**config.mk**
```make
export PLATFORM = sky130hd
export DESIGN_NAME = suspicious_pipe_prefix_matcher_top_flat
export DESIGN_NICKNAME = d
export VERILOG_FILES = /design/src/spm_pkg.sv /design/src/spm_unit_if.sv /design/src/spm_result_if.sv /design/src/suspicious_pipe_prefix_matcher_top.sv /design/src/spm_core.sv /design/src/flat_wrapper.sv
export VERILOG_INCLUDE_DIRS = /design/src /design/src/src
export SDC_FILE = /design/constraint.sdc
export NUM_CORES = 1
export LEC_CHECK = 0
export BUFFER_PORTS_ARGS = -buffer_cell sky130_fd_sc_hd__buf_2
export CORE_ASPECT_RATIO = 0.9
export CORE_UTILIZATION = 55
export CTS_CLUSTER_SIZE = 25
export DETAILED_ROUTE_END_ITERATION = 12
export GPL_TIMING_DRIVEN = 1
export PLACE_DENSITY_LB_ADDON = 0.2
export SETUP_SLACK_MARGIN = 0.2
export SLEW_MARGIN = 10
export SYNTH_ARGS = -nofsm -noshare
export SYNTH_HDL_FRONTEND = slang
export SYNTH_SLANG_ARGS = --single-unit
```
**constraint.sdc**
```tcl
create_clock -name clk -period 9 [get_ports clk]
set_input_delay 0.45 -clock clk [delete_from_list [all_inputs] [get_ports clk]]
set_output_delay 0.45 -clock clk [all_outputs]
set_load 0.1 [all_outputs]
```
**src/suspicious_pipe_prefix_matcher_top_assert.svh**
```systemverilog
// ----------------------------------------------------------------------------
// Assertion macros for the pipe-name prefix matcher
// Clocked, reset-qualified wrappers for implication checks.
// ----------------------------------------------------------------------------
`ifndef SUSPICIOUS_PIPE_PREFIX_MATCHER_TOP_ASSERT_SVH
`define SUSPICIOUS_PIPE_PREFIX_MATCHER_TOP_ASSERT_SVH

// Same-cycle implication
`define SPM_ASSERT_SAME(label, ante, cons, msg) \
    label: assert property (@(posedge clk) disable iff (!rst_n) (ante) |-> (cons)) \
        else $error(msg);

// Next-cycle implication
`define SPM_ASSERT_NEXT(label, ante, cons, msg) \
    label: assert property (@(posedge clk) disable iff (!rst_n) (ante) |=> (cons)) \
        else $error(msg);

`endif

```
**src/spm_pkg.sv**
```systemverilog
`timescale 1ns / 1ps
// ----------------------------------------------------------------------------
// spm_pkg
// Pattern table, widths and per-lane step function for the matcher.
// ----------------------------------------------------------------------------
package spm_pkg;

    localparam int NUM_PATTERNS    = 5;
    localparam int MAX_PATTERN_LEN = 16;
    localparam int TEXT_SLOTS      = 32;
    localparam int UNIT_W          = 16;
    localparam int PROG_W          = $clog2(MAX_PATTERN_LEN + 1);

    localparam logic [UNIT_W-1:0] BACKSLASH = 16'h005C;
    localparam logic [UNIT_W-1:0] UPPER_A   = 16'h0041;
    localparam logic [UNIT_W-1:0] UPPER_Z   = 16'h005A;
    localparam logic [UNIT_W-1:0] CASE_OFS  = 16'h0020;

    typedef logic [PROG_W-1:0] prog_t;

    typedef struct packed {
        prog_t prog;
        logic  hit;
    } spm_lane_t;

    typedef struct packed {
        logic hit_seen;
        logic busy;
    } spm_status_t;

    // Raw pattern text, right-aligned in a fixed slot
    function automatic logic [8*TEXT_SLOTS-1:0] pat_text(input int p);
        logic [8*TEXT_SLOTS-1:0] s;
        s = '0;
        case (p)
            0:       s = "\\msse-";
            1:       s = "\\msagent_";
            2:       s = "\\postex_";
            3:       s = "\\status_";
            4:       s = "\\mojo.5688.8052.";
            default: s = '0;
        endcase
        return s;
    endfunction

    function automatic int pat_len(input int p);
        int n;
        n = 0;
        case (p)
            0:       n = 6;
            1:       n = 9;
            2:       n = 8;
            3:       n = 8;
            4:       n = 16;
            default: n = 0;
        endcase
        return n;
    endfunction

    function automatic int pat_eff_len(input int p);
        int n;
        n = pat_len(p);
        if (n > MAX_PATTERN_LEN)
            n = MAX_PATTERN_LEN;
        if (n > TEXT_SLOTS)
            n = TEXT_SLOTS;
        return n;
    endfunction

    // Character i of pattern p, counted from the left of the full text
    function automatic logic [7:0] pat_char(input int p, input int i);
        logic [8*TEXT_SLOTS-1:0] s;
        int raw;
        s   = pat_text(p);
        raw = pat_len(p);
        if (i < 0 || i >= raw)
            return 8'h00;
        return s[8*(raw-1-i) +: 8];
    endfunction

    // One unit of progress for one pattern; c is already case-folded
    function automatic spm_lane_t spm_lane_step(input int p, input prog_t prog,
                                                input logic [UNIT_W-1:0] c);
        spm_lane_t r;
        int len;
        int n;
        len = pat_eff_len(p);
        n   = int'(prog);
        if (len == 0)
            n = 0;
        else if (c == BACKSLASH)
            n = 1;
        else if (n > 0 && n < len && c == {8'h00, pat_char(p, n)})
            n = n + 1;
        else
            n = 0;
        r.hit = 1'b0;
        if (len != 0 && n >= len)
        begin
            r.hit = 1'b1;
            n     = 0;
        end
        r.prog = PROG_W'(n);
        return r;
    endfunction

endpackage

```
**src/spm_unit_if.sv**
```systemverilog
`timescale 1ns / 1ps
// ----------------------------------------------------------------------------
// spm_unit_if
// Input request channel: one code unit of the pipe name.
// ----------------------------------------------------------------------------
interface spm_unit_if;
    logic        valid;
    logic        ready;
    logic [15:0] code_unit;
    logic        last_unit;

    modport source (output valid, output code_unit, output last_unit, input ready);
    modport sink   (input valid, input code_unit, input last_unit, output ready);
endinterface

```
**src/spm_result_if.sv**
```systemverilog
`timescale 1ns / 1ps
// ----------------------------------------------------------------------------
// spm_result_if
// Output request channel: verdict for one pipe name.
// ----------------------------------------------------------------------------
interface spm_result_if;
    logic valid;
    logic ready;
    logic suspicious;

    modport source (output valid, output suspicious, input ready);
    modport sink   (input valid, input suspicious, output ready);
endinterface

```
**src/suspicious_pipe_prefix_matcher_top.sv**
```systemverilog
`timescale 1ns / 1ps
// A code unit is registered on acceptance and matched from the input register;
//   the verdict for a name is registered when its last unit is matched.
// Throughput: one code unit per cycle, limited only by the output register
//   when a verdict waits and the next name's last unit arrives.
// Reset: rst_n (async, active low) clears all match progress, the hit flag
//   and both valid flags; the block is ready straight out of reset.
// ----------------------------------------------------------------------------
// suspicious_pipe_prefix_matcher_top
// Flags a pipe name that holds one of a fixed set of prefixes after any
// backslash, ignoring ASCII case.
// ----------------------------------------------------------------------------
module suspicious_pipe_prefix_matcher_top (
    input  logic         clk,
    input  logic         rst_n,
    spm_unit_if.sink     unit_ch,
    spm_result_if.source result_ch
);
    import spm_pkg::*;

    `include "suspicious_pipe_prefix_matcher_top_assert.svh"

    // Input register: holds one request until the match stage takes it
    logic        in_valid_reg;
    logic [15:0] unit_reg;
    logic        last_reg;

    // Result register
    logic        out_valid_reg;
    logic        susp_reg;

    logic        step;
    logic        core_susp;
    spm_status_t core_status;

    // The match stage only stalls on a last unit whose verdict cannot be
    // parked because the result register is still full.
    assign step = in_valid_reg && (!last_reg || !out_valid_reg || result_ch.ready);

    assign unit_ch.ready = !in_valid_reg || step;

    always_ff @(posedge clk or negedge rst_n)
    begin
        if (!rst_n)
            in_valid_reg <= 1'b0;
        else if (unit_ch.ready)
            in_valid_reg <= unit_ch.valid;
    end

    always_ff @(posedge clk)
    begin
        if (unit_ch.ready && unit_ch.valid)
        begin
            unit_reg <= unit_ch.code_unit;
            last_reg <= unit_ch.last_unit;
        end
    end

    spm_core u_core (
        .clk        (clk),
        .rst_n      (rst_n),
        .code_unit  (unit_reg),
        .last_unit  (last_reg),
        .step       (step),
        .suspicious (core_susp),
        .status     (core_status)
    );

    // Verdict is loaded on the last unit; drained when the sink takes it
    always_ff @(posedge clk or negedge rst_n)
    begin
        if (!rst_n)
            out_valid_reg <= 1'b0;
        else if (step && last_reg)
            out_valid_reg <= 1'b1;
        else if (result_ch.ready)
            out_valid_reg <= 1'b0;
    end

    always_ff @(posedge clk)
    begin
        if (step && last_reg)
            susp_reg <= core_susp;
    end

    assign result_ch.valid      = out_valid_reg;
    assign result_ch.suspicious = susp_reg;

    // ------------------------------------------------------------------
    // Checks
    // ------------------------------------------------------------------
    `SPM_ASSERT_NEXT(a_clear_after_last, step && last_reg,
        !core_status.hit_seen && !core_status.busy, "state not cleared after last unit")
    `SPM_ASSERT_SAME(a_stall_cause, !unit_ch.ready,
        in_valid_reg && last_reg && out_valid_reg && !result_ch.ready,
        "input stalled without a blocked verdict")
    `SPM_ASSERT_SAME(a_verdict_source, $rose(out_valid_reg),
        $past(step) && $past(last_reg), "verdict raised without a last unit")

endmodule

```
**src/spm_core.sv**
```systemverilog
`timescale 1ns / 1ps
// ----------------------------------------------------------------------------
// spm_core
// Per-pattern progress lanes and the sticky hit flag.
// ----------------------------------------------------------------------------
module spm_core (
    input  logic                clk,
    input  logic                rst_n,
    input  logic [15:0]         code_unit,
    input  logic                last_unit,
    input  logic                step,
    output logic                suspicious,
    output spm_pkg::spm_status_t status
);
    import spm_pkg::*;

    prog_t                   prog_reg  [NUM_PATTERNS];
    prog_t                   prog_next [NUM_PATTERNS];
    logic [NUM_PATTERNS-1:0] lane_hit;
    logic [NUM_PATTERNS-1:0] lane_busy;
    logic                    hit_seen_reg;
    logic                    hit_seen_next;
    logic [UNIT_W-1:0]       folded;

    // ASCII A-Z only
    assign folded = (code_unit >= UPPER_A && code_unit <= UPPER_Z) ?
                    code_unit + CASE_OFS : code_unit;

    for (genvar p = 0; p < NUM_PATTERNS; p++)
    begin : g_lane
        spm_lane_t r;
        assign r            = spm_lane_step(p, prog_reg[p], folded);
        assign prog_next[p] = r.prog;
        assign lane_hit[p]  = r.hit;
        assign lane_busy[p] = |prog_reg[p];

        always_ff @(posedge clk or negedge rst_n)
        begin
            if (!rst_n)
                prog_reg[p] <= '0;
            else if (step)
                prog_reg[p] <= last_unit ? '0 : prog_next[p];
        end
    end

    assign hit_seen_next = hit_seen_reg | (|lane_hit);
    assign suspicious    = hit_seen_next;

    always_ff @(posedge clk or negedge rst_n)
    begin
        if (!rst_n)
            hit_seen_reg <= 1'b0;
        else if (step)
            hit_seen_reg <= last_unit ? 1'b0 : hit_seen_next;
    end

    assign status.hit_seen = hit_seen_reg;
    assign status.busy     = |lane_busy;

endmodule
```
**src/flat_wrapper.sv**
```systemverilog
// flat-port wrapper written by rule: the top's interface ports become plain ports
module suspicious_pipe_prefix_matcher_top_flat import spm_pkg::*;
  (clk, rst_n, unit_ch_valid, unit_ch_code_unit, unit_ch_last_unit, unit_ch_ready, result_ch_valid, result_ch_suspicious, result_ch_ready);
  spm_unit_if unit_ch_i ();
  spm_result_if result_ch_i ();
  input  logic clk;
  input  logic rst_n;
  input wire logic [$bits(unit_ch_i.valid)-1:0] unit_ch_valid;
  input wire logic [$bits(unit_ch_i.code_unit)-1:0] unit_ch_code_unit;
  input wire logic [$bits(unit_ch_i.last_unit)-1:0] unit_ch_last_unit;
  output wire logic [$bits(unit_ch_i.ready)-1:0] unit_ch_ready;
  output wire logic [$bits(result_ch_i.valid)-1:0] result_ch_valid;
  output wire logic [$bits(result_ch_i.suspicious)-1:0] result_ch_suspicious;
  input wire logic [$bits(result_ch_i.ready)-1:0] result_ch_ready;
  assign unit_ch_i.valid = unit_ch_valid;
  assign unit_ch_i.code_unit = unit_ch_code_unit;
  assign unit_ch_i.last_unit = unit_ch_last_unit;
  assign unit_ch_ready = unit_ch_i.ready;
  assign result_ch_valid = result_ch_i.valid;
  assign result_ch_suspicious = result_ch_i.suspicious;
  assign result_ch_i.ready = result_ch_ready;
  suspicious_pipe_prefix_matcher_top u_core (.clk(clk), .rst_n(rst_n), .unit_ch(unit_ch_i), .result_ch(result_ch_i));
endmodule
```
Word-level counts from Yosys, hierarchy flattened --
Cells that the tools add are included.
Operators by class: $add $sub $neg 15, order comparisons 22, equality and inequality tests 6, shifts and indexed selects 5, muxes and demuxes 63, bitwise logic cells 1, reductions and logical operators 22
Operators by type and width (count):
- two-way mux 256 bit | 5
- indexed part select 256 x 32 -> 8 bit | 5
- >= comparator 6 x 32 -> 1 bit | 5
- subtractor 29 x 6 -> 29 bit | 5
- two-way mux 32 bit | 4
- two-way mux 8 bit | 15
- subtractor 29 x 2 -> 29 bit (second input constant) | 4
- equality test 16 x 8 -> 1 bit | 5
- two-way mux 6 bit | 10
- two-way mux 5 bit | 10
- >= comparator 32 x 4 -> 1 bit (second input constant) | 1
- adder 5 x 1 -> 6 bit (second input constant) | 5
- greater-than comparator 5 x 1 -> 1 bit (second input constant) | 5
- >= comparator 6 x 4 -> 1 bit (second input constant) | 3
- two-way mux 1 bit | 18
- adder 16 x 6 -> 16 bit (second input constant) | 1
- equality test 16 x 7 -> 1 bit (second input constant) | 1
- >= comparator 16 x 7 -> 1 bit (second input constant) | 1
- <= comparator 16 x 7 -> 1 bit (second input constant) | 1
- two-way mux 16 bit | 1
- < comparator 5 x 4 -> 1 bit (second input constant) | 3
- logical AND 1 bit | 14
- >= comparator 6 x 5 -> 1 bit (second input constant) | 1
- < comparator 5 x 3 -> 1 bit (second input constant) | 1
- other kinds (6) | 10
Storage, ports and cells: register bits after elaboration 46, input port bits 21, output and inout bits 3, logic and storage cells 145

Longest topological paths before layout --
word-level depth 19, gate-level depth with buffers 12, gate-level depth less buffers 9

Cells and area by module --
A second synthesis with hierarchy kept.
Second synthesis, totals: cell total of the unflattened synthesis 453, area total of the unflattened synthesis 3832.4 um^2
Modules (own cells, without submodules):
- spm_core | instances 1, cells an instance 425, area an instance 3185.6 um^2, seq. area each 650.6 um^2
- suspicious_pipe_prefix_matcher_top | instances 1, cells an instance 28, area an instance 646.9 um^2, seq. area each 590.6 um^2

Worst setup path after synthesis --
OpenSTA, ideal clock, no wires.
kind flip-flop to flip-flop, from register u_core.out_valid_reg (netlist: u_core.result_ch.valid), to register u_core.last_reg, enable pin, setup time 0.327 ns, data arrival time 2.812 ns, data required time 8.673 ns, path slack 5.861 ns, cell stages (with the launch flop) 3, path buffers 0, clock period less this slack 3.139 ns, cell sequence dfrtp_1 nand4b_1 and2_1
On the way: cells in the longest elaborated chain, start to end 6
RTL lines:
- from (decl) | line suspicious_pipe_prefix_matcher_top.sv:29 | logic out_valid_reg;
- from (signal assigned) | line suspicious_pipe_prefix_matcher_top.sv:73 | out_valid_reg <= 1'b0;
- from (signal assigned) | line suspicious_pipe_prefix_matcher_top.sv:75 | out_valid_reg <= 1'b1;
- from (signal assigned) | line suspicious_pipe_prefix_matcher_top.sv:77 | out_valid_reg <= 1'b0;
- logical NOT 1 bit | line suspicious_pipe_prefix_matcher_top.sv:38 | assign step = in_valid_reg && (!last_reg || !out_valid_reg || result_ch.ready);
- logical OR 1 bit (2 in a row) | line suspicious_pipe_prefix_matcher_top.sv:38
- logical AND 1 bit | line suspicious_pipe_prefix_matcher_top.sv:38
- logical OR 1 bit | line suspicious_pipe_prefix_matcher_top.sv:40 | assign unit_ch.ready = !in_valid_reg || step;
- named net unit_ch_ready | line flat_wrapper.sv:11 | output wire logic [$bits(unit_ch_i.ready)-1:0] unit_ch_ready;
- logical AND 1 bit | line suspicious_pipe_prefix_matcher_top.sv:52 | if (unit_ch.ready && unit_ch.valid)
- to (signal assigned) | line suspicious_pipe_prefix_matcher_top.sv:55 | last_reg <= unit_ch.last_unit;
- to (decl) | line suspicious_pipe_prefix_matcher_top.sv:26 | logic last_reg;
The timed path passes the listed nets, and every way through them passes these cells. A chain may end at the register's enable or synchronous reset.

Worst setup path after layout --
from register u_core.u_core.prog_reg[15] in the netlist's numbering, to register u_core.u_core.prog_reg[16] in the netlist's numbering
On the way: cells in the longest elaborated chain, start to end 12, elaborated cells on any way between the ends 18, those cells by class 2 x add/sub; 4 x order compare; 1 x eq/ne; 1 x shift; 8 x mux; 2 x reduce/logical
RTL lines:
- from (decl) | line spm_core.sv:17 | prog_t prog_reg [NUM_PATTERNS];
- from (signal, indexed assignment) | line spm_core.sv:42 | prog_reg[p] <= last_unit ? '0 : prog_next[p];
- branches (longest 7 deep; another with subtractor 29 x 6 -> 29 bit)
- two-way mux 6 bit (*) | line spm_pkg.sv:93 | else if (n > 0 && n < len && c == {8'h00, pat_char(p, n)})
- two-way mux 6 bit (*) | line spm_pkg.sv:91 | else if (c == BACKSLASH)
- >= comparator 6 x 4 -> 1 bit | line spm_pkg.sv:98 | if (len != 0 && n >= len)
- two-way mux 5 bit (*) | line spm_pkg.sv:98
- two-way mux 5 bit (*) | line spm_core.sv:42
Mark *: on every way between the ends. The select of a mux whose other input is x is not followed.

==> reports/qor.txt <==
Total Die Area -> 7420 µm²
vias per cell -> 6.58
Fillers -> 605
Mean Syn Cell Area -> 8.47 µm²
Die Span Y -> 81.8 µm
Startpoint Class -> register
clock root cell -> clkbuf_8
CP max stage delay -> 730 ps
Die Wd -> 90.7 µm
Slew @ Worst Pin -> 844 ps
drt first pass iters -> 5
Worst Hold Class -> input port to async pin
fraction of registers with async set/reset -> 0.609
vias in the first global route -> 3314
kind of end point of the critical path -> register
TritonCTS Buffers -> 5
post-DP HPWL -> 7050 µm
hold_buf cts -> 0
I/O pins -> 24
status -> finished, final reports clean
Core ar. -> 6730 µm²
setup TNS -> 0 ps
Final Hold Vio Count -> 0
Yosys reg bits -> 46
Antenna Cells -> 0
synth-to-layout area growth -> 4.91%
port bufs -> 23
Sinks on Clock Net -> 46
Post-route DRC -> 0
Tcrit/Tclk final -> 0.391
reg2reg path depth -> 9
CTS H-tree lvls -> 2
Max-Cap Viols -> 0
largest net degree at the start of global routing -> 29
Yosys Warn Count -> 0
Row Count -> 28
cell taking the most area after synthesis -> dfrtp_1
footprint of the multi-input gates -> 2420 µm²
max FFs per register -> 25
Most used DFF post-synth -> dfrtp_1
share of cells above drive strength 1 -> 0.113
Worst Skew -> 8.06 ps
VDD IR-drop max -> 0.0000803 V
Total GRT Usage -> 0.282
remaining global-route overflow -> 0
Final min period -> 3520 ps
final core utilization -> 0.608
critical path type -> register to register
proportion of netlist area held by the largest area contributor -> 0.180
synth cell count leaders -> 35 x nor2_1, 30 x o21ai_0, 28 x dfrtp_1
Setup Viol. Count Final -> 0
top area cells in the synthesized netlist -> dfrtp_1 18%, edfxtp_1 14%, ha_1 4.8%, o21ai_0 3.9%, nor2_1 3.4%
syn nets -> 496
sequential share of the synthesized area -> 0.319
Max Transition Viols Final -> 0
Critical-path top delay cell -> dfrtp_1
initial antenna violation count -> 0
PostCTS Resize Cnt -> 0
Final Net Count -> 495
CTS Buffer Depth -> 2
Synth Instances -> 460
worst rel slew slack -> 0.431
Yosys cell types -> 73
Mapped Area -> 3900 µm²
total area of sequential cells -> 1240 µm²
worst path arrival time -> 3780 ps
CTS tree -> yes
GPL Wtd Cong -> 0.926
LEAKAGE -> 0.00155 µW
top-count cell post-synth -> nor2_1
Setup Buffers After CTS -> 0
RSZ-0062 raised after global routing -> false
cells along the critical path -> inv_1, ha_1, xnor2_1, nor2_1, a211oi_1, xnor2_1, o2111ai_1, nor4b_2, a22o_1
pwr dens -> 108 nW/µm²
first-pass GRT wire length -> 16500 µm
number of synthesized flops with an enable pin -> 18
Critical Path Fanout Max -> 21
Skew-Pair Late Insertion Delay -> 320 ps
DRT antenna net count -> 0
routed length per instance -> 18.3 µm
Clk pin slew, worst setup/hold paths -> 90 ps
most common cell type on the critical path -> xnor2_1
via count -> 3620
maximum clock frequency -> 284 MHz
Required @ worst endpoint -> 9260 ps
1st-iter DRT viols -> 366
Initial Util -> 0.579
Routed WL -> 10100 µm
[worst max-delay path: cells and delay by family (launching register included)]
family	cells	cell delay (ps)
AO/OA/AOI/OAI	3	840
XOR/XNOR	2	680
adder cells (fa/ha/maj)	1	450
buffers and inverters	1	280
flip-flops	1	730
AND/OR/NAND/NOR	2	470
[routing by layer]
| metal | up-vias | wire [µm] | GRT usage |
|---|---|---|---|
| li1 | 1739 | - | - |
| met1 | 1703 | 4650 | 0.396 |
| met2 | 150 | 4420 | 0.433 |
| met3 | 28 | 727 | 0.0343 |
| met4 | 0 | 291 | 0.140 |
| met5 | - | 0 | 0 |
[cell families (layout without fill, tap and decap cells)]
group	after synthesis	count (layout)	share of synthesized area
fa+ha+maj	15	15	0.0482
buf+inv	58	58	0.0591
compound gates	141	141	0.265
xor+xnor	17	17	0.0382
simple gates	180	180	0.262
flops	46	46	0.319
mux	3	3	0.00835
[layout make-up]
cell class,instances,area share
well taps,90,0.0275
repair buffers,23,0.0282
flip-flops and latches,46,0.304
multi-input cells,356,0.593
inverters,27,0.0248
clock buffers,5,0.0168
clock inverters,3,0.00582
[where the power goes]
part,internal [µW],switching [µW],leakage (µW)
clock,55.7,83.1,0.0000408
combinational,21.7,37.8,0.000950
sequential,226,15.5,0.000562
total,303,136,0.00155
[worst paths after layout]
kind | from | end | slack (ps)
max | u_core.u_core.prog_reg[15] | u_core.u_core.prog_reg[16] | 5480
min | rst_n | u_core.u_core.prog_reg[23] | 150
max reg2reg | u_core.u_core.prog_reg[15] | u_core.u_core.prog_reg[16] | 5480
min reg2reg | u_core.u_core.prog_reg[23] | u_core.u_core.prog_reg[23] | 530
max in group asynchronous | rst_n | u_core.result_ch.valid | 8410
min in group clk | unit_ch_code_unit[9] | u_core.unit_reg[9] | 290
[through the flow]
step	total power (µW)	area [µm²]	cells	worst slack (ps)	hold slack (ps)
global route	454	4090	550	5190	209
floorplan	284	3900	460	5860	154
CTS	439	4090	550	5520	173
global placement	302	4000	542	5670	491
detailed placement	304	4000	542	5540	505
finish	440	4090	550	5480	145
[cells in the final DEF (no fill, tap or decap), types with 8 or more instances in the layout]
cell type,Yosys,final
nor2_1,35,35
o21ai_0,30,30
dfrtp_1,28,28
inv_1,27,27
nand2_1,23,23
buf_2,3,23
a21oi_1,18,18
edfxtp_1,18,18
nor3_1,17,17
nand3_1,15,15
ha_1,15,15
xnor2_1,13,13
and2_1,11,11
nand2b_1,11,11
nor4_1,10,10
a31oi_1,9,9
nor2b_1,8,8
(Power assumes the default switching activity.)
